**src/sv/afp_pkg.sv**
```systemverilog
// afp_pkg: shared types, character constants, error codes and helper functions
// for the ascii frame parser with crc-8 check; no dependencies
package afp_pkg;

    typedef struct packed {
        logic [7:0] char_in;
        logic       last;
    } in_item_t;

    typedef struct packed {
        logic [4:0]  error_code;
        logic [7:0]  sequence_res;
        logic [7:0]  mode;
        logic [7:0]  status;
        logic [7:0]  target;
        logic [8:0]  x_pos;
        logic [7:0]  y_pos;
        logic [15:0] metric;
        logic [9:0]  confidence;
        logic [31:0] timestamp;
    } out_item_t;

    // last three characters of the line, held back from the data path
    typedef struct packed {
        logic       full;
        logic [7:0] head;
        logic [7:0] mid;
        logic [7:0] back;
    } tail_t;

    typedef enum logic [1:0] {
        FAULT_NONE = 2'd0,
        FAULT_CHAR = 2'd1,
        FAULT_OVF  = 2'd2
    } fault_t;

    localparam logic [7:0] CRC_POLY = 8'h07;

    localparam logic [7:0] CH_STAR  = 8'h2A;
    localparam logic [7:0] CH_COMMA = 8'h2C;
    localparam logic [7:0] CH_V     = 8'h56;
    localparam logic [7:0] CH_TWO   = 8'h32;
    localparam logic [7:0] CH_ZERO  = 8'h30;
    localparam logic [7:0] CH_NINE  = 8'h39;
    localparam logic [7:0] CH_UC_A  = 8'h41;
    localparam logic [7:0] CH_UC_F  = 8'h46;
    localparam logic [7:0] CH_LC_A  = 8'h61;
    localparam logic [7:0] CH_LC_F  = 8'h66;

    localparam logic [4:0] ERR_OK         = 5'd0;
    localparam logic [4:0] ERR_SHORT      = 5'd1;
    localparam logic [4:0] ERR_NO_STAR    = 5'd2;
    localparam logic [4:0] ERR_FORMAT     = 5'd3;
    localparam logic [4:0] ERR_MISMATCH   = 5'd4;
    localparam logic [4:0] ERR_PREFIX     = 5'd5;
    localparam logic [4:0] ERR_COUNT      = 5'd6;
    localparam logic [4:0] ERR_EMPTY      = 5'd7;
    localparam logic [4:0] ERR_NONDIGIT   = 5'd8;
    localparam logic [4:0] ERR_OVERFLOW   = 5'd9;
    localparam logic [4:0] ERR_RANGE_BASE = 5'd9;

    localparam logic [3:0] FIELD_LAST = 4'd8;
    localparam logic [3:0] FIELD_OVER = 4'd9;
    localparam logic [1:0] PREFIX_LEN = 2'd3;

    function automatic logic [7:0] crc8_step(input logic [7:0] crc, input logic [7:0] v);
        logic [7:0] c;
        c = crc ^ v;
        for (int b = 0; b < 8; b++) begin
            if (c[7]) begin
                c = {c[6:0], 1'b0} ^ CRC_POLY;
            end else begin
                c = {c[6:0], 1'b0};
            end
        end
        return c;
    endfunction

    // {valid, nibble}
    function automatic logic [4:0] hex_val(input logic [7:0] ch);
        logic [4:0] r;
        r = 5'd0;
        if (ch inside {[CH_ZERO:CH_NINE]}) begin
            r = {1'b1, ch[3:0]};
        end else if (ch inside {[CH_UC_A:CH_UC_F]}) begin
            r = {1'b1, 4'(ch - CH_UC_A + 8'd10)};
        end else if (ch inside {[CH_LC_A:CH_LC_F]}) begin
            r = {1'b1, 4'(ch - CH_LC_A + 8'd10)};
        end
        return r;
    endfunction

    function automatic logic [7:0] prefix_char(input logic [1:0] pos);
        logic [7:0] r;
        case (pos)
            2'd0: r = CH_V;
            2'd1: r = CH_TWO;
            default: r = CH_COMMA;
        endcase
        return r;
    endfunction

    function automatic logic [15:0] range_limit(input logic [2:0] f);
        logic [15:0] r;
        case (f)
            3'd4: r = 16'd319;
            3'd5: r = 16'd239;
            3'd6: r = 16'd65535;
            3'd7: r = 16'd1000;
            default: r = 16'd255;
        endcase
        return r;
    endfunction

endpackage

```
**src/sv/afp_tail_window.sv**
```systemverilog
// afp_tail_window: three-character delay line that holds back the checksum tail
// depends on afp_pkg
module afp_tail_window
    import afp_pkg::*;
(
    input  logic       aclk,
    input  logic       aresetn,
    input  logic       advance,
    input  in_item_t   item,
    output tail_t      tail
);

    logic [7:0] tw_reg [3];
    logic [1:0] fill_reg;

    always_ff @(posedge aclk) begin
        if (advance) begin
            tw_reg[0] <= tw_reg[1];
            tw_reg[1] <= tw_reg[2];
            tw_reg[2] <= item.char_in;
        end
    end

    always_ff @(posedge aclk) begin
        if (!aresetn) begin
            fill_reg <= 2'd0;
        end else if (advance) begin
            if (item.last) begin
                fill_reg <= 2'd0;
            end else if (fill_reg != 2'd3) begin
                fill_reg <= fill_reg + 2'd1;
            end
        end
    end

    assign tail.full = (fill_reg == 2'd3);
    assign tail.head = tw_reg[0];
    assign tail.mid  = tw_reg[1];
    assign tail.back = tw_reg[2];

endmodule

```
**src/sv/afp_line_checker.sv**
```systemverilog
// afp_line_checker: crc-8, prefix check, field parser and end-of-line verdict
// depends on afp_pkg
module afp_line_checker
    import afp_pkg::*;
(
    input  logic       aclk,
    input  logic       aresetn,
    input  logic       advance,
    input  in_item_t   item,
    input  tail_t      tail,
    output out_item_t  result
);

    logic        take;
    logic        line_end;
    logic [7:0]  d;

    logic [7:0]  crc_reg, crc_next;
    logic [1:0]  dpos_reg, dpos_next;
    logic        prefix_bad_reg, prefix_bad_next;
    logic        star_reg, star_next;
    logic [3:0]  fidx_reg, fidx_next;
    logic [31:0] acc_reg, acc_next;
    logic        has_digit_reg, has_digit_next;
    fault_t      fault_reg, fault_next;
    logic [3:0]  ffe_reg, ffe_next;
    logic [3:0]  fre_reg, fre_next;

    logic [7:0]  byte_reg [4];
    logic [8:0]  coord_reg [2];
    logic [15:0] metric_reg;
    logic [9:0]  conf_reg;
    logic        store_en;

    logic [35:0] acc_prod;
    logic        is_digit;
    logic [4:0]  hex_hi;
    logic [4:0]  hex_lo;
    logic [3:0]  ffe_final;
    logic [4:0]  code;

    assign take     = advance && tail.full;
    assign line_end = advance && item.last;
    assign d        = tail.head;

    assign is_digit = (d inside {[CH_ZERO:CH_NINE]});
    // acc * 10 + digit as two shifted copies and the digit
    assign acc_prod = 36'({acc_reg, 3'b000}) + 36'({acc_reg, 1'b0}) + 36'(d[3:0]);

    always_comb begin
        crc_next        = crc_reg;
        dpos_next       = dpos_reg;
        prefix_bad_next = prefix_bad_reg;
        star_next       = star_reg;
        fidx_next       = fidx_reg;
        acc_next        = acc_reg;
        has_digit_next  = has_digit_reg;
        fault_next      = fault_reg;
        ffe_next        = ffe_reg;
        fre_next        = fre_reg;
        store_en        = 1'b0;
        if (take) begin
            crc_next = crc8_step(crc_reg, d);
            if (d == CH_STAR) begin
                star_next = 1'b1;
            end
            if (dpos_reg != PREFIX_LEN) begin
                if (d != prefix_char(dpos_reg)) begin
                    prefix_bad_next = 1'b1;
                end
                dpos_next = dpos_reg + 2'd1;
            end else if (d == CH_COMMA) begin
                if (fidx_reg < FIELD_LAST) begin
                    if (ffe_reg == 4'd0) begin
                        if (!has_digit_reg) begin
                            ffe_next = 4'(ERR_EMPTY);
                        end else if (fault_reg == FAULT_CHAR) begin
                            ffe_next = 4'(ERR_NONDIGIT);
                        end else if (fault_reg == FAULT_OVF) begin
                            ffe_next = 4'(ERR_OVERFLOW);
                        end else begin
                            store_en = 1'b1;
                            if (fre_reg == 4'd0 &&
                                acc_reg > 32'(range_limit(fidx_reg[2:0]))) begin
                                fre_next = fidx_reg + 4'd1;
                            end
                        end
                    end
                    fidx_next = fidx_reg + 4'd1;
                end else if (fidx_reg == FIELD_LAST) begin
                    // a tenth field
                    if (ffe_reg == 4'd0) begin
                        ffe_next = 4'(ERR_COUNT);
                    end
                    fidx_next = FIELD_OVER;
                end
                acc_next       = 32'd0;
                has_digit_next = 1'b0;
                fault_next     = FAULT_NONE;
            end else if (fidx_reg <= FIELD_LAST) begin
                has_digit_next = 1'b1;
                if (fault_reg == FAULT_NONE) begin
                    if (is_digit) begin
                        if (acc_prod[35:32] != 4'd0) begin
                            fault_next = FAULT_OVF;
                        end else begin
                            acc_next = acc_prod[31:0];
                        end
                    end else begin
                        fault_next = FAULT_CHAR;
                    end
                end
            end
        end
    end

    always_ff @(posedge aclk) begin
        if (!aresetn || line_end) begin
            crc_reg        <= 8'd0;
            dpos_reg       <= 2'd0;
            prefix_bad_reg <= 1'b0;
            star_reg       <= 1'b0;
            fidx_reg       <= 4'd0;
            acc_reg        <= 32'd0;
            has_digit_reg  <= 1'b0;
            fault_reg      <= FAULT_NONE;
            ffe_reg        <= 4'd0;
            fre_reg        <= 4'd0;
        end else if (take) begin
            crc_reg        <= crc_next;
            dpos_reg       <= dpos_next;
            prefix_bad_reg <= prefix_bad_next;
            star_reg       <= star_next;
            fidx_reg       <= fidx_next;
            acc_reg        <= acc_next;
            has_digit_reg  <= has_digit_next;
            fault_reg      <= fault_next;
            ffe_reg        <= ffe_next;
            fre_reg        <= fre_next;
        end
    end

    // decoded values of the first eight fields; only read when all of them were stored
    always_ff @(posedge aclk) begin
        if (store_en) begin
            case (fidx_reg[2:0])
                3'd0: byte_reg[0]  <= acc_reg[7:0];
                3'd1: byte_reg[1]  <= acc_reg[7:0];
                3'd2: byte_reg[2]  <= acc_reg[7:0];
                3'd3: byte_reg[3]  <= acc_reg[7:0];
                3'd4: coord_reg[0] <= acc_reg[8:0];
                3'd5: coord_reg[1] <= acc_reg[8:0];
                3'd6: metric_reg   <= acc_reg[15:0];
                default: conf_reg  <= acc_reg[9:0];
            endcase
        end
    end

    assign hex_hi = hex_val(tail.back);
    assign hex_lo = hex_val(item.char_in);

    // end-of-line verdict, taken on the state after the last data character
    always_comb begin
        ffe_final = ffe_next;
        if (fidx_next < FIELD_LAST) begin
            if (ffe_next == 4'd0) begin
                ffe_final = 4'(ERR_COUNT);
            end
        end else if (fidx_next == FIELD_LAST && ffe_next == 4'd0) begin
            if (!has_digit_next) begin
                ffe_final = 4'(ERR_EMPTY);
            end else if (fault_next == FAULT_CHAR) begin
                ffe_final = 4'(ERR_NONDIGIT);
            end else if (fault_next == FAULT_OVF) begin
                ffe_final = 4'(ERR_OVERFLOW);
            end
        end

        if (!tail.full || dpos_next != PREFIX_LEN) begin
            code = ERR_SHORT;
        end else if (tail.mid != CH_STAR) begin
            code = ERR_NO_STAR;
        end else if (star_next || !hex_hi[4] || !hex_lo[4]) begin
            code = ERR_FORMAT;
        end else if ({hex_hi[3:0], hex_lo[3:0]} != crc_next) begin
            code = ERR_MISMATCH;
        end else if (prefix_bad_next) begin
            code = ERR_PREFIX;
        end else if (ffe_final != 4'd0) begin
            code = 5'(ffe_final);
        end else if (fre_next != 4'd0) begin
            code = 5'(fre_next) + ERR_RANGE_BASE;
        end else begin
            code = ERR_OK;
        end
    end

    always_comb begin
        result            = '0;
        result.error_code = code;
        if (code == ERR_OK) begin
            result.sequence_res = byte_reg[0];
            result.mode         = byte_reg[1];
            result.status       = byte_reg[2];
            result.target       = byte_reg[3];
            result.x_pos        = coord_reg[0];
            result.y_pos        = coord_reg[1][7:0];
            result.metric       = metric_reg;
            result.confidence   = conf_reg;
            result.timestamp    = acc_next;
        end
    end

endmodule

```
**src/sv/ascii_frame_parser_crc8_unit.sv**
```systemverilog
// ascii_frame_parser_crc8_unit: one character per transaction in, one result per line out
// m_valid is set as the last character moves from the input register to the result register
// throughput: one character per cycle; a line end waits while the result register is still full
// reset: aresetn synchronous active low clears all handshake and parser state
// depends on afp_pkg, afp_tail_window, afp_line_checker
module ascii_frame_parser_crc8_unit
    import afp_pkg::*;
(
    input  logic      aclk,
    input  logic      aresetn,
    input  logic      s_valid,
    output logic      s_ready,
    input  in_item_t  s_data,
    output logic      m_valid,
    input  logic      m_ready,
    output out_item_t m_data
);

    logic      in_valid_reg;
    in_item_t  in_item_reg;
    logic      m_valid_reg;
    out_item_t m_data_reg;
    logic      advance;
    tail_t     tail;
    out_item_t result;

    // a line end needs a free result slot, other characters always move on
    assign advance = in_valid_reg && (!in_item_reg.last || !m_valid_reg || m_ready);
    assign s_ready = !in_valid_reg || advance;

    always_ff @(posedge aclk) begin
        if (!aresetn) begin
            in_valid_reg <= 1'b0;
        end else if (s_ready) begin
            in_valid_reg <= s_valid;
        end
    end

    always_ff @(posedge aclk) begin
        if (s_valid && s_ready) begin
            in_item_reg <= s_data;
        end
    end

    afp_tail_window u_tail (
        .aclk    (aclk),
        .aresetn (aresetn),
        .advance (advance),
        .item    (in_item_reg),
        .tail    (tail)
    );

    afp_line_checker u_check (
        .aclk    (aclk),
        .aresetn (aresetn),
        .advance (advance),
        .item    (in_item_reg),
        .tail    (tail),
        .result  (result)
    );

    always_ff @(posedge aclk) begin
        if (!aresetn) begin
            m_valid_reg <= 1'b0;
        end else if (advance && in_item_reg.last) begin
            m_valid_reg <= 1'b1;
        end else if (m_ready) begin
            m_valid_reg <= 1'b0;
        end
    end

    always_ff @(posedge aclk) begin
        if (advance && in_item_reg.last) begin
            m_data_reg <= result;
        end
    end

    assign m_valid = m_valid_reg;
    assign m_data  = m_data_reg;

endmodule

```
**config.mk**
```make
export PLATFORM = sky130hd
export DESIGN_NAME = ascii_frame_parser_crc8_unit
export DESIGN_NICKNAME = d
export VERILOG_FILES = /design/src/sv/afp_pkg.sv /design/src/sv/afp_tail_window.sv /design/src/sv/afp_line_checker.sv /design/src/sv/ascii_frame_parser_crc8_unit.sv
export SDC_FILE = /design/constraint.sdc
export NUM_CORES = 1
export LEC_CHECK = 0
export BUFFER_PORTS_ARGS = -buffer_cell sky130_fd_sc_hd__buf_2
export CAP_MARGIN = 30
export CORE_UTILIZATION = 50
export DETAILED_ROUTE_END_ITERATION = 10
export GPL_ROUTABILITY_DRIVEN = 1
export PLACE_DENSITY = 0.68
export SLEW_MARGIN = 10
export SYNTH_ARGS = -nofsm -noshare
export SYNTH_HDL_FRONTEND = slang
export SYNTH_SLANG_ARGS = --single-unit
```
**constraint.sdc**
```tcl
create_clock -name aclk -period 8.1 [get_ports aclk]
set_input_delay 1.62 -clock aclk [delete_from_list [all_inputs] [get_ports aclk]]
set_output_delay 1.62 -clock aclk [all_outputs]
set_load 0.01 [all_outputs]
```
==> metrics.log, run 1 <==
INFO  metric buffer_ports.inserted = between 100 and 150
INFO  metric route.antenna.remaining_nets = 0
INFO  metric arrival = between 6000 and 7000 ps
INFO  metric clkSinkCount = ~280
INFO  metric row_count = 60
INFO  metric irDropWorstVdd = 0.000169 V
INFO  metric die-area = roughly 0.028 sq mm
INFO  metric pin_count = between 100 and 150
INFO  metric synth_edf_count = between 200 and 250
INFO  metric vias_in_the_first_global_route = 8,721
INFO  metric number_of_synthesis_warnings = 0
INFO  metric worst_slew_margin_rel = 37.8%
INFO  metric ctsLongestPathBuffers = 3
INFO  metric critical_path.max_fanout = 84
INFO  metric maxCapViolCount = 0
INFO  metric drive_above_1_share = 15.1%
INFO  metric ys_ff_latch = ~280
INFO  metric min_period_over_period = 73.4%
INFO  metric critical_path.endpoint_type = flip-flop
INFO  metric nNetsFinal = 1,380
INFO  metric final-max-slew-violation-count = 0
INFO  metric synth_top_area_share = 48.3%
INFO  metric ys_top_cells_by_area = sky130_fd_sc_hd__edfxtp_1, sky130_fd_sc_hd__dfxtp_1, sky130_fd_sc_hd__ha_1
INFO  metric globalRouteOverflowTotal = 0
INFO  metric routed-via-count = 9,109
INFO  metric setup_violations = 0
INFO  metric post_drt_wl_per_cell = 17.0 um
INFO  metric synth_top_flop_cell = sky130_fd_sc_hd__edfxtp_1
INFO  metric starting_density = 50.9%
INFO  metric grt_max_degree = 86
INFO  metric insertion_delay = 560 ps
INFO  metric clkSlewWorstSetupHoldPaths = 60 ps
INFO  metric worst_hold_path_type = reg2reg
INFO  metric finalCriticalPeriod = 5950 ps
INFO  metric totalNegativeSetupSlack = 0 ps
INFO  metric cts_resized = 0
INFO  metric rr_startpoint = u_check.acc_reg[0]$_SDFFE_PP0P_
INFO  metric diodes = 0
INFO  metric synth.cell_area = 0.0137 sq mm
INFO  metric fmax = between 150 and 200 MHz
INFO  metric ctsHoldBuffers = 0
INFO  metric cts_tree = done
INFO  metric cp_data_required_time = 8510 ps
INFO  metric final_cell_count_no_fill = 1,632
INFO  metric rsz0062_at_grt = false
INFO  metric grt_pass1_wl = 44,500 um
INFO  metric finalClockSkew = 10.8 ps
INFO  metric area_delta_synth_final = 13.6%
INFO  metric tritoncts.num_buffers = 28
INFO  metric routed_wl = 27,700 um
INFO  metric die_h = 167 um
INFO  metric worst_setup_path_startpoint = u_check.acc_reg[0]$_SDFFE_PP0P_
INFO  metric clock_root_buffer = sky130_fd_sc_hd__clkbuf_16
INFO  metric synth_fp_nets = 1,247
INFO  metric critical_path_class = reg2reg
INFO  metric hpwlAfterDp = 19,400 um
INFO  metric finalHoldViolCount = 0
INFO  metric synth.avg_cell_area = 12.0 sq um
INFO  metric total_placed_cells_including_tap_cells = 1,580
INFO  metric ys_types = 73
INFO  metric netlist_instances = between 1,000 and 1,500
INFO  metric async_reset_ff_share = 0%
INFO  metric run_status = completed
INFO  metric worstMarginPinSlew = 930 ps
INFO  metric fillers = 2,270
INFO  metric worst_hold_startpoint = in_item_reg[6]$_DFFE_PP_
INFO  metric drcViolationCount = 0
INFO  metric h-tree-depth = 1
INFO  metric setup.worst_path.start_class = flip-flop
INFO  metric mostFrequentLayoutCells = sky130_fd_sc_hd__edfxtp_1, sky130_fd_sc_hd__buf_2, sky130_fd_sc_hd__nor2_1, sky130_fd_sc_hd__ha_1, sky130_fd_sc_hd__and2_1
INFO  metric largest_register_ff_count = 112
INFO  metric powerDensity = 183 mW/mm^2
INFO  metric number_of_vias_per_cell_after_detailed_routing = around 5.6
INFO  metric total_core_area = roughly 0.027 sq mm
INFO  metric cellLeakagePower = 6.10 nW
INFO  metric detailedRoute.firstPassIterationCount = 5
INFO  metric die-width = 167 um
INFO  metric post-synth-top-area-cell = sky130_fd_sc_hd__edfxtp_1
INFO  metric postCtsSetupBuffers = 0
INFO  metric antenna_found_initial = 0
INFO  metric layout.cells.most_common = sky130_fd_sc_hd__edfxtp_1
INFO  metric routabilityCongestion = ~0.89
INFO  metric grtUsageTotal = 19.7%
INFO  metric seq_area_frac_synth = 57.5%
INFO  metric detail_route.iter0.violations = between 600 and 700
## logic make-up (layout without fill, tap and decap cells)
group	Yosys count	after routing	synth area share [%]
simple gates	402	402	15.6
mux	8	8	0.595
compound gates	225	225	11.2
xor+xnor	60	60	4.15
fa+ha+maj	97	97	8.98
flops	283	283	57.5
buf+inv	62	216	2.00
## synth_stat cells, drive strengths merged, types with 16 or more instances
cell type / number
and2: 87
nand3: 22
o21ai: 38
nor2b: 44
a21o: 16
xor2: 21
a21oi: 60
edfxtp: 220
nor3: 22
inv: 29
nand2: 59
clkbuf: 28
dfxtp: 63
ha: 95
nor2: 96
a22oi: 33
xnor2: 36
## layout make-up
class / count / area, sq um / share of cell area, %
Timing Repair Buffer: 136 / 742 / 4.78
Inverter: 29 / 109 / 0.701
Sequential cell: 283 / 7870 / 50.7
Clock inverter: 19 / 119 / 0.765
Tap cell: 341 / 427 / 2.75
Clock buffer: 32 / 716 / 4.61
Multi-Input combinational cell: 792 / 5550 / 35.7
## worst paths after layout
check             cells past startpoint  slack (ps)                              to
setup / recovery                     17        2150        m_data[38]$_SDFFCE_PP0P_
hold / removal                        0         440  u_tail.tw_reg[0][21]$_DFFE_PP_
setup reg to reg                     17        2150        m_data[38]$_SDFFCE_PP0P_
hold reg to reg                       0         440  u_tail.tw_reg[0][21]$_DFFE_PP_
## report_power, final
group / switching (mW) / internal, mW / total, mW
Combinational: 0.0499 / 0.0311 / 0.0810
Sequential: 0.0144 / 1.58 / 1.59
Clock: 0.530 / 0.636 / 1.17
## critical path: stages (launching register included)
cell and delay, ps:
sky130_fd_sc_hd__dfxtp_1 560, sky130_fd_sc_hd__inv_1 150, sky130_fd_sc_hd__fa_1 520, sky130_fd_sc_hd__inv_1 70
sky130_fd_sc_hd__ha_1 310, sky130_fd_sc_hd__a211oi_1 310, sky130_fd_sc_hd__o211ai_1 240, sky130_fd_sc_hd__a31oi_1 170
sky130_fd_sc_hd__o21ai_0 280, sky130_fd_sc_hd__mux2i_1 200, sky130_fd_sc_hd__nor3_1 460, sky130_fd_sc_hd__a2111o_1 210
sky130_fd_sc_hd__a221oi_1 90, sky130_fd_sc_hd__o31ai_2 500, sky130_fd_sc_hd__o31ai_1 230, sky130_fd_sc_hd__a2111oi_4 640
sky130_fd_sc_hd__buf_4 630, sky130_fd_sc_hd__and2_1 230
## per-layer routing
layer / routed length (um) / vias to the layer above / share of wire (%) / track usage (%)
met1: 12900 / 4339 / 47 / 26.6
li1: - / 4479 / - / -
met2: 12900 / 258 / 47 / 33.2
met5: 0 / - / 0 / 0
met4: 441 / 0 / 1.6 / 4.55
met3: 1410 / 33 / 5.1 / 3.07
## stage by stage
stage	instance area, sq um	utilization (%)	power (mW)	setup WS [ps]	hold WS, ps
after global placement	14700	54.5	1.70	1660	424
after floorplan	13700	-	1.67	933	417
final	15500	57.8	2.84	2150	440
after global routing	15500	57.8	2.94	1770	458
after detailed placement	14700	54.6	1.71	2100	433
after CTS	15500	57.7	2.88	2240	446
(Power assumes the default switching activity.)
==> inputs of run 2 (changes only) <==
Settings changed: PLACE_DENSITY 0.68 to 0.71.
Clock period 8.1 ns to 5 ns, I/O delays scaled along.
==> run 2 against run 1 <==
Combinational power grew 67%. Worst hold slack hardly changed. Sequential share of layout area decreased by 2.4 points. Critical path depth grew 1. Die area is the same. Clock power rose by 66%. Fmax grew 22%. Utilization up 2.9 points. Worst setup slack got worse by 2000 ps. Highest routed layer unchanged.
==> metrics.log, run 2 (same netlist as run 1, synthesis figures left out) <==
INFO  metric run_status = completed
INFO  metric total_placed_cells_including_tap_cells = 1,616 (+2.3%)
INFO  metric h-tree-depth = 1 (unchanged)
INFO  metric layout.cells.most_common = sky130_fd_sc_hd__edfxtp_1
INFO  metric die_h = 167 um (unchanged)
INFO  metric drive_above_1_share = 21.0% (+5.8 points)
INFO  metric worstReg2RegEnd = m_data[1]$_SDFFCE_PP0P_
INFO  metric fillers = 2,145 (-5.5%)
INFO  metric tritoncts.num_buffers = 28 (unchanged)
INFO  metric holdPathStages = 0 (unchanged)
INFO  metric cellLeakagePower = 6.46 nW (+6.0%)
INFO  metric routed_wl = 30,700 um (+11%)
INFO  metric irDropWorstVdd = 0.000231 V (+37%)
INFO  metric final_cell_count_no_fill = 1,687 (+3.4%)
INFO  metric die-area = 0.0280 sq mm (unchanged)
INFO  metric finish.utilization = 60.7% (+2.9 points)
INFO  metric critical_path_class = reg2reg
INFO  metric route.antenna.remaining_nets = 0 (unchanged)
INFO  metric globalRouteOverflowTotal = 0 (unchanged)
INFO  metric number_of_vias_per_cell_after_detailed_routing = 5.63 (+0.84%)
INFO  metric row_count = 60 (unchanged)
INFO  metric insertion_delay = 560 ps (about the same)
INFO  metric ctsHoldBuffers = 0 (unchanged)
INFO  metric post_drt_wl_per_cell = 18.2 um (+7.3%)
INFO  metric drcViolationCount = 0 (unchanged)
INFO  metric routed-via-count = 9,495 (+4.2%)
INFO  metric fmax = 205 MHz (+22%)
INFO  metric final-max-slew-violation-count = 0 (unchanged)
INFO  metric maxUsedRoutingLayer = met4
INFO  metric clock_root_buffer = sky130_fd_sc_hd__clkbuf_16
INFO  metric buffer_ports.inserted = 126 (unchanged)
INFO  metric hpwlAfterDp = 19,900 um (+2.9%)
INFO  metric arrival = 5290 ps (-1070 ps)
INFO  metric worst_hold_startpoint = in_item_reg[6]$_DFFE_PP_
INFO  metric powerDensity = 285 mW/mm^2 (+56%)
INFO  metric grtUsageTotal = 20.6% (+0.99 points)
INFO  metric detail_route.iter0.violations = 686 (+14%)
INFO  metric critical_path.max_fanout = 7 (-92%)
INFO  metric worst-r2r-cell-count = 18 (+1)
INFO  metric min_period_over_period = 97.7% (+24 points)
INFO  metric wl_met2 = 14,500 um (+13%)
INFO  metric ff_latch_area = 0.00788 sq mm (about the same)
INFO  metric starting_density = 50.9% (unchanged)
INFO  metric vias_in_the_first_global_route = 8,986 (+3.0%)
INFO  metric area_delta_synth_final = 19.3%
INFO  metric met1_length = 13,800 um (+7.0%)
INFO  metric setup.worst_path.start_class = flip-flop
INFO  metric final_area = 0.0163 sq mm (+5.1%)
INFO  metric die-width = 167 um (unchanged)
INFO  metric diodes = 0 (unchanged)
INFO  metric pin_count = 127 (unchanged)
INFO  metric finalClockSkew = 18.3 ps (+7.52 ps)
INFO  metric grt_pass1_wl = 46,200 um (+3.8%)
INFO  metric finalCriticalPeriod = 4890 ps (-1060 ps)
INFO  metric clkSlewWorstSetupHoldPaths = 60 ps (about the same)
INFO  metric finalHoldViolCount = 0 (unchanged)
INFO  metric nNetsFinal = 1,435 (+4.0%)
INFO  metric worst_slew_margin_rel = 37.7% (-0.071 points)
INFO  metric worst_hold_path_type = reg2reg
INFO  metric total_core_area = 0.0269 sq mm (unchanged)
INFO  metric maxCapViolCount = 0 (unchanged)
INFO  metric mostFrequentLayoutCells = sky130_fd_sc_hd__edfxtp_1, sky130_fd_sc_hd__buf_2, sky130_fd_sc_hd__nor2_1
INFO  metric detailroute.wirelength.met3 = 1700 um (+20%)
INFO  metric critical_path.endpoint_type = flip-flop
INFO  metric antenna_found_initial = 0 (unchanged)
INFO  metric worstMarginPinSlew = 934 ps (+4.50 ps)
INFO  metric multiInputGateArea = 0.00576 sq mm (+3.7%)
INFO  metric routabilityCongestion = 0.883 (-1.3%)
INFO  metric reg2reg_slack = 110 ps (-2040 ps)
INFO  metric cp_data_required_time = 5400 ps (-3110 ps)
INFO  metric cts_tree = done
INFO  metric largest_register_ff_count = 112 (unchanged)
INFO  metric dpl_cell_area = 0.0149 sq mm (+1.8%)
INFO  metric grt_max_degree = 71 (-17%)
INFO  metric setup_violations = 0 (unchanged)
INFO  metric detailedRoute.firstPassIterationCount = 5 (unchanged)
INFO  metric holdPathEnd = u_tail.tw_reg[0][21]$_DFFE_PP_
INFO  metric clkSinkCount = 283 (unchanged)
INFO  metric ctsLongestPathBuffers = 3 (unchanged)
INFO  metric rr_startpoint = u_check.acc_reg[9]$_SDFFE_PP0P_
run 2: cell types whose count changed in the layout (fill, tap and decap cells not counted), sizes merged:
cell | previous run | this run
buf | 136 | 186
bufinv | 0 | 1
clkbuf | 32 | 41
clkinv | 17 | 14
clkinvlp | 2 | 0
run 2: metal layers:
layer / vias up / track usage [%]
met5: - / 0
met4: 0 / 4.95
met3: 46 / 2.84
met2: 313 / 34.5
met1: 4546 / 28.5
li1: 4590 / -
run 2: report_power, final:
part,switching (mW),internal [mW]
combinational,0.0843,0.0508
clock,0.855,1.09
sequential,0.0221,2.56
total,0.961,3.70
run 2: cell type report:
type / instances / area share, %
clock inverter: 15 / 0.736
clock buffer: 36 / 4.48
timing repair buffer: 191 / 7.97
tap: 341 / 2.61
inverter: 29 / 0.667
multi-input combinational: 792 / 35.3
sequential: 283 / 48.3
run 2: timing repair:
item | in CTS | in global routing
cloned | 1 | 10
buffers inserted | 6 | 4
resized for setup | 12 | 45
setup endpoints to repair | 107 | 107
pin swaps | 3 | 18
run 2: worst max-delay path by stage:
stage / start / to / cells after the start
global route: u_check.acc_reg[9]$_SDFFE_PP0P_ / m_data[1]$_SDFFCE_PP0P_ / 18
floorplan: u_check.acc_reg[0]$_SDFFE_PP0P_ / m_data[102]$_SDFFCE_PP0P_ / 18
detailed placement: u_tail.tw_reg[0][3]$_DFFE_PP_ / m_data[72]$_SDFFCE_PP0P_ / 18
CTS: u_tail.tw_reg[0][3]$_DFFE_PP_ / m_data[9]$_SDFFCE_PP0P_ / 18
global placement: u_tail.tw_reg[0][3]$_DFFE_PP_ / m_data[62]$_SDFFCE_PP0P_ / 18
finish: u_check.acc_reg[9]$_SDFFE_PP0P_ / m_data[1]$_SDFFCE_PP0P_ / 18
run 2: critical path, stage by stage (launching register included):
cell	delay, ps
sky130_fd_sc_hd__dfxtp_1	340
sky130_fd_sc_hd__ha_1	350
sky130_fd_sc_hd__ha_4	290
sky130_fd_sc_hd__and4_4	200
sky130_fd_sc_hd__nor2b_4	120
sky130_fd_sc_hd__or4_1	480
sky130_fd_sc_hd__a21o_1	180
sky130_fd_sc_hd__a32o_1	230
sky130_fd_sc_hd__or3_4	440
sky130_fd_sc_hd__a211oi_4	350
sky130_fd_sc_hd__a221oi_2	140
sky130_fd_sc_hd__o31ai_4	360
sky130_fd_sc_hd__buf_6	160
sky130_fd_sc_hd__o221ai_4	110
sky130_fd_sc_hd__a2111oi_4	340
sky130_fd_sc_hd__buf_6	180
sky130_fd_sc_hd__buf_12	160
sky130_fd_sc_hd__clkbuf_16	170
sky130_fd_sc_hd__nor2b_1	120
run 2: per-stage QoR:
step	setup TNS (ps)	setup slack [ps]	hold WS, ps	total power, mW
finish	0	113	440	4.66
global route	-2080	-48.1	460	4.82
CTS	0	16.9	443	4.70
detailed placement	-8900	-111	429	2.77
global placement	0	16.3	424	2.76
floorplan	0	206	417	2.71
==> inputs of run 3 (changes only) <==
Settings changed: CTS_CLUSTER_SIZE from default to 10, RECOVER_POWER from default to 50, REMOVE_ABC_BUFFERS from default to 1.
==> run 3 against run 2 <==
Die area stayed put. Combinational power is 3% higher. Clock power grew 13%. Sequential share of layout area is 0.57 points lower. Worst setup slack got worse by 35 ps. Final cell count increased by 0.36%. Non-clock buffer count shrank 2. Clock skew hardly changed.
==> metrics.log, run 3 (same netlist as run 1, synthesis figures left out) <==
INFO  metric reg2reg_slack = 80 ps (-40 ps)
INFO  metric clock_root_buffer = sky130_fd_sc_hd__clkbuf_16
INFO  metric tritoncts.num_buffers = 34 (+21%)
INFO  metric nNetsFinal = 1,439 (+0.28%)
INFO  metric mostFrequentLayoutCells = sky130_fd_sc_hd__edfxtp_1, sky130_fd_sc_hd__buf_2, sky130_fd_sc_hd__nor2_1
INFO  metric finalCriticalPeriod = 4920 ps (+35.0 ps)
INFO  metric finalHoldViolCount = 0 (unchanged)
INFO  metric finish.utilization = 61.5% (+0.74 points)
INFO  metric fmax = 203 MHz (-0.71%)
INFO  metric total_power = 4.92 mW (+5.7%)
INFO  metric die_h = 167 um (unchanged)
INFO  metric cts_tree = done
INFO  metric dp_slack = -205 ps (-93.8 ps)
INFO  metric arrival = 5170 ps (-120 ps)
INFO  metric run_status = completed
INFO  metric ctsHoldBuffers = 0 (unchanged)
INFO  metric timing.final.ws_setup = 77.8 ps (-35.0 ps)
INFO  metric routed_wl = 30,800 um (+0.25%)
INFO  metric worst_hold_path_type = reg2reg
INFO  metric worst_hold_startpoint = in_item_reg[6]$_DFFE_PP_
INFO  metric antenna_found_initial = 0 (unchanged)
INFO  metric route.antenna.remaining_nets = 0 (unchanged)
INFO  metric cp_data_required_time = 5250 ps (-150 ps)
INFO  metric final-max-slew-violation-count = 0 (unchanged)
INFO  metric diodes = 0 (unchanged)
INFO  metric detail_route.iter0.violations = 683 (-0.44%)
INFO  metric rr_startpoint = u_check.acc_reg[12]$_SDFFE_PP0P_
INFO  metric starting_density = 50.9% (unchanged)
INFO  metric vias_in_the_first_global_route = 8,840 (-1.6%)
INFO  metric cellLeakagePower = 6.55 nW (+1.3%)
INFO  metric hpwlAfterDp = 20,000 um (+0.45%)
INFO  metric largest_register_ff_count = 112 (unchanged)
INFO  metric critical_path.endpoint_type = flip-flop
INFO  metric routed-via-count = 9,502 (+0.074%)
INFO  metric grt_max_degree = 44 (-38%)
INFO  metric setup_violations = 0 (unchanged)
INFO  metric critical_path_class = reg2reg
INFO  metric buffer_ports.inserted = 126 (unchanged)
INFO  metric area_delta_synth_final = 20.8%
INFO  metric row_count = 60 (unchanged)
INFO  metric maxCapViolCount = 0 (unchanged)
INFO  metric h-tree-depth = 2 (+1)
INFO  metric holdPathStages = 0 (unchanged)
INFO  metric totalNegativeSetupSlack = 0 ps (unchanged)
INFO  metric drive_above_1_share = 21.7% (+0.72 points)
INFO  metric worstMarginPinSlew = 842 ps (-92.2 ps)
INFO  metric total_core_area = 0.0269 sq mm (unchanged)
INFO  metric routabilityCongestion = 0.864 (-2.2%)
INFO  metric insertion_delay = 510 ps (-50 ps)
INFO  metric die-width = 167 um (unchanged)
INFO  metric layout.cells.most_common = sky130_fd_sc_hd__edfxtp_1
INFO  metric worst-r2r-cell-count = 18 (unchanged)
INFO  metric grtUsageTotal = 20.6% (-0.056 points)
INFO  metric clkSlewWorstSetupHoldPaths = 50 ps (about the same)
INFO  metric grt_pass1_wl = 46,000 um (-0.52%)
INFO  metric setup.worst_path.start_class = flip-flop
INFO  metric worst_hold_slack = 442 ps (+1.74 ps)
INFO  metric min_period_over_period = 98.4% (+0.70 points)
INFO  metric number_of_vias_per_cell_after_detailed_routing = 5.61 (-0.28%)
INFO  metric clkSinkCount = 283 (unchanged)
INFO  metric detailedRoute.firstPassIterationCount = 5 (unchanged)
INFO  metric irDropWorstVdd = 0.000212 V (-8.3%)
INFO  metric worst_slew_margin_rel = 43.9% (+6.1 points)
INFO  metric die-area = 0.0280 sq mm (unchanged)
INFO  metric holdPathEnd = u_tail.tw_reg[0][21]$_DFFE_PP_
INFO  metric finalClockSkew = 18.6 ps (+0.260 ps)
INFO  metric drcViolationCount = 0 (unchanged)
INFO  metric worstReg2RegEnd = m_data[80]$_SDFFCE_PP0P_
INFO  metric pin_count = 127 (unchanged)
INFO  metric powerDensity = 298 mW/mm^2 (+4.4%)
INFO  metric ctsLongestPathBuffers = 3 (unchanged)
INFO  metric globalRouteOverflowTotal = 0 (unchanged)
INFO  metric rsz0062_at_grt = true
INFO  metric critical_path.max_fanout = 10 (+3)
INFO  metric post_drt_wl_per_cell = 18.2 um (-0.10%)
==> run 3: cell type report <==
type / count / area, sq um
well taps: 341 / 427
clock inverters: 2 / 12.5
multi-input cells: 792 / 5780
flip-flops and latches: 283 / 7880
inverters: 29 / 109
clock buffers: 57 / 968
fillers: 2188 / 10400
repair buffers: 189 / 1340
==> run 3: what timing repair did <==
item / 4_1_cts / 5_1_grt
gates resized for setup: 16 / 54
pin swaps: 4 / 22
endpoints found under the setup margin: 107 / 107
cloned: 1 / 11
buffers inserted: 1 / 7
==> run 3: worst max-delay path by stage <==
stage | startpoint | end
3_5_place_dp | u_check.acc_reg[8]$_SDFFE_PP0P_ | m_data[94]$_SDFFCE_PP0P_
6_report | u_check.acc_reg[12]$_SDFFE_PP0P_ | m_data[80]$_SDFFCE_PP0P_
2_1_floorplan | m_ready | m_data[0]$_SDFFCE_PP0P_
5_1_grt | u_check.acc_reg[2]$_SDFFE_PP0P_ | m_data[11]$_SDFFCE_PP0P_
4_1_cts | u_tail.tw_reg[0][3]$_DFFE_PP_ | m_data[29]$_SDFFCE_PP0P_
3_3_place_gp | u_tail.tw_reg[0][3]$_DFFE_PP_ | m_data[99]$_SDFFCE_PP0P_
==> run 3: critical path, stage by stage, from the launching register on <==
cell	delay, ps
sky130_fd_sc_hd__dfxtp_1	320
sky130_fd_sc_hd__buf_4	150
sky130_fd_sc_hd__ha_1	300
sky130_fd_sc_hd__ha_1	390
sky130_fd_sc_hd__and3_1	200
sky130_fd_sc_hd__or4_1	400
sky130_fd_sc_hd__a21o_1	180
sky130_fd_sc_hd__a32o_2	230
sky130_fd_sc_hd__or3_4	410
sky130_fd_sc_hd__a2111o_1	480
sky130_fd_sc_hd__a221oi_4	320
sky130_fd_sc_hd__o31ai_4	130
sky130_fd_sc_hd__buf_6	150
sky130_fd_sc_hd__a211oi_4	280
sky130_fd_sc_hd__a2111oi_4	80
sky130_fd_sc_hd__buf_4	170
sky130_fd_sc_hd__buf_12	150
sky130_fd_sc_hd__buf_8	140
sky130_fd_sc_hd__and2_1	160
==> run 3: routing by layer <==
metal | vias to the layer above | wire (um) | track usage (%)
li1 | 4602 | - | -
met1 | 4584 | 13900 | 27.7
met3 | 47 | 1530 | 3.21
met5 | - | 0 | 0
met4 | 0 | 626 | 5.82
met2 | 269 | 14700 | 34.5
==> run 3: stage by stage <==
stage | std cells | area (sq um)
2_1_floorplan | 1104 | 13500
3_3_place_gp | 1612 | 14900
3_5_place_dp | 1612 | 14900
4_1_cts | 1673 | 16000
5_1_grt | 1693 | 16500
6_report | 1693 | 16500
==> run 3: where the power goes <==
group | internal, mW | switching (mW) | total [mW]
clock network | 1.31 | 0.887 | 2.20
logic | 0.0544 | 0.0841 | 0.139
registers | 2.56 | 0.0219 | 2.58
total | 3.93 | 0.993 | 4.92
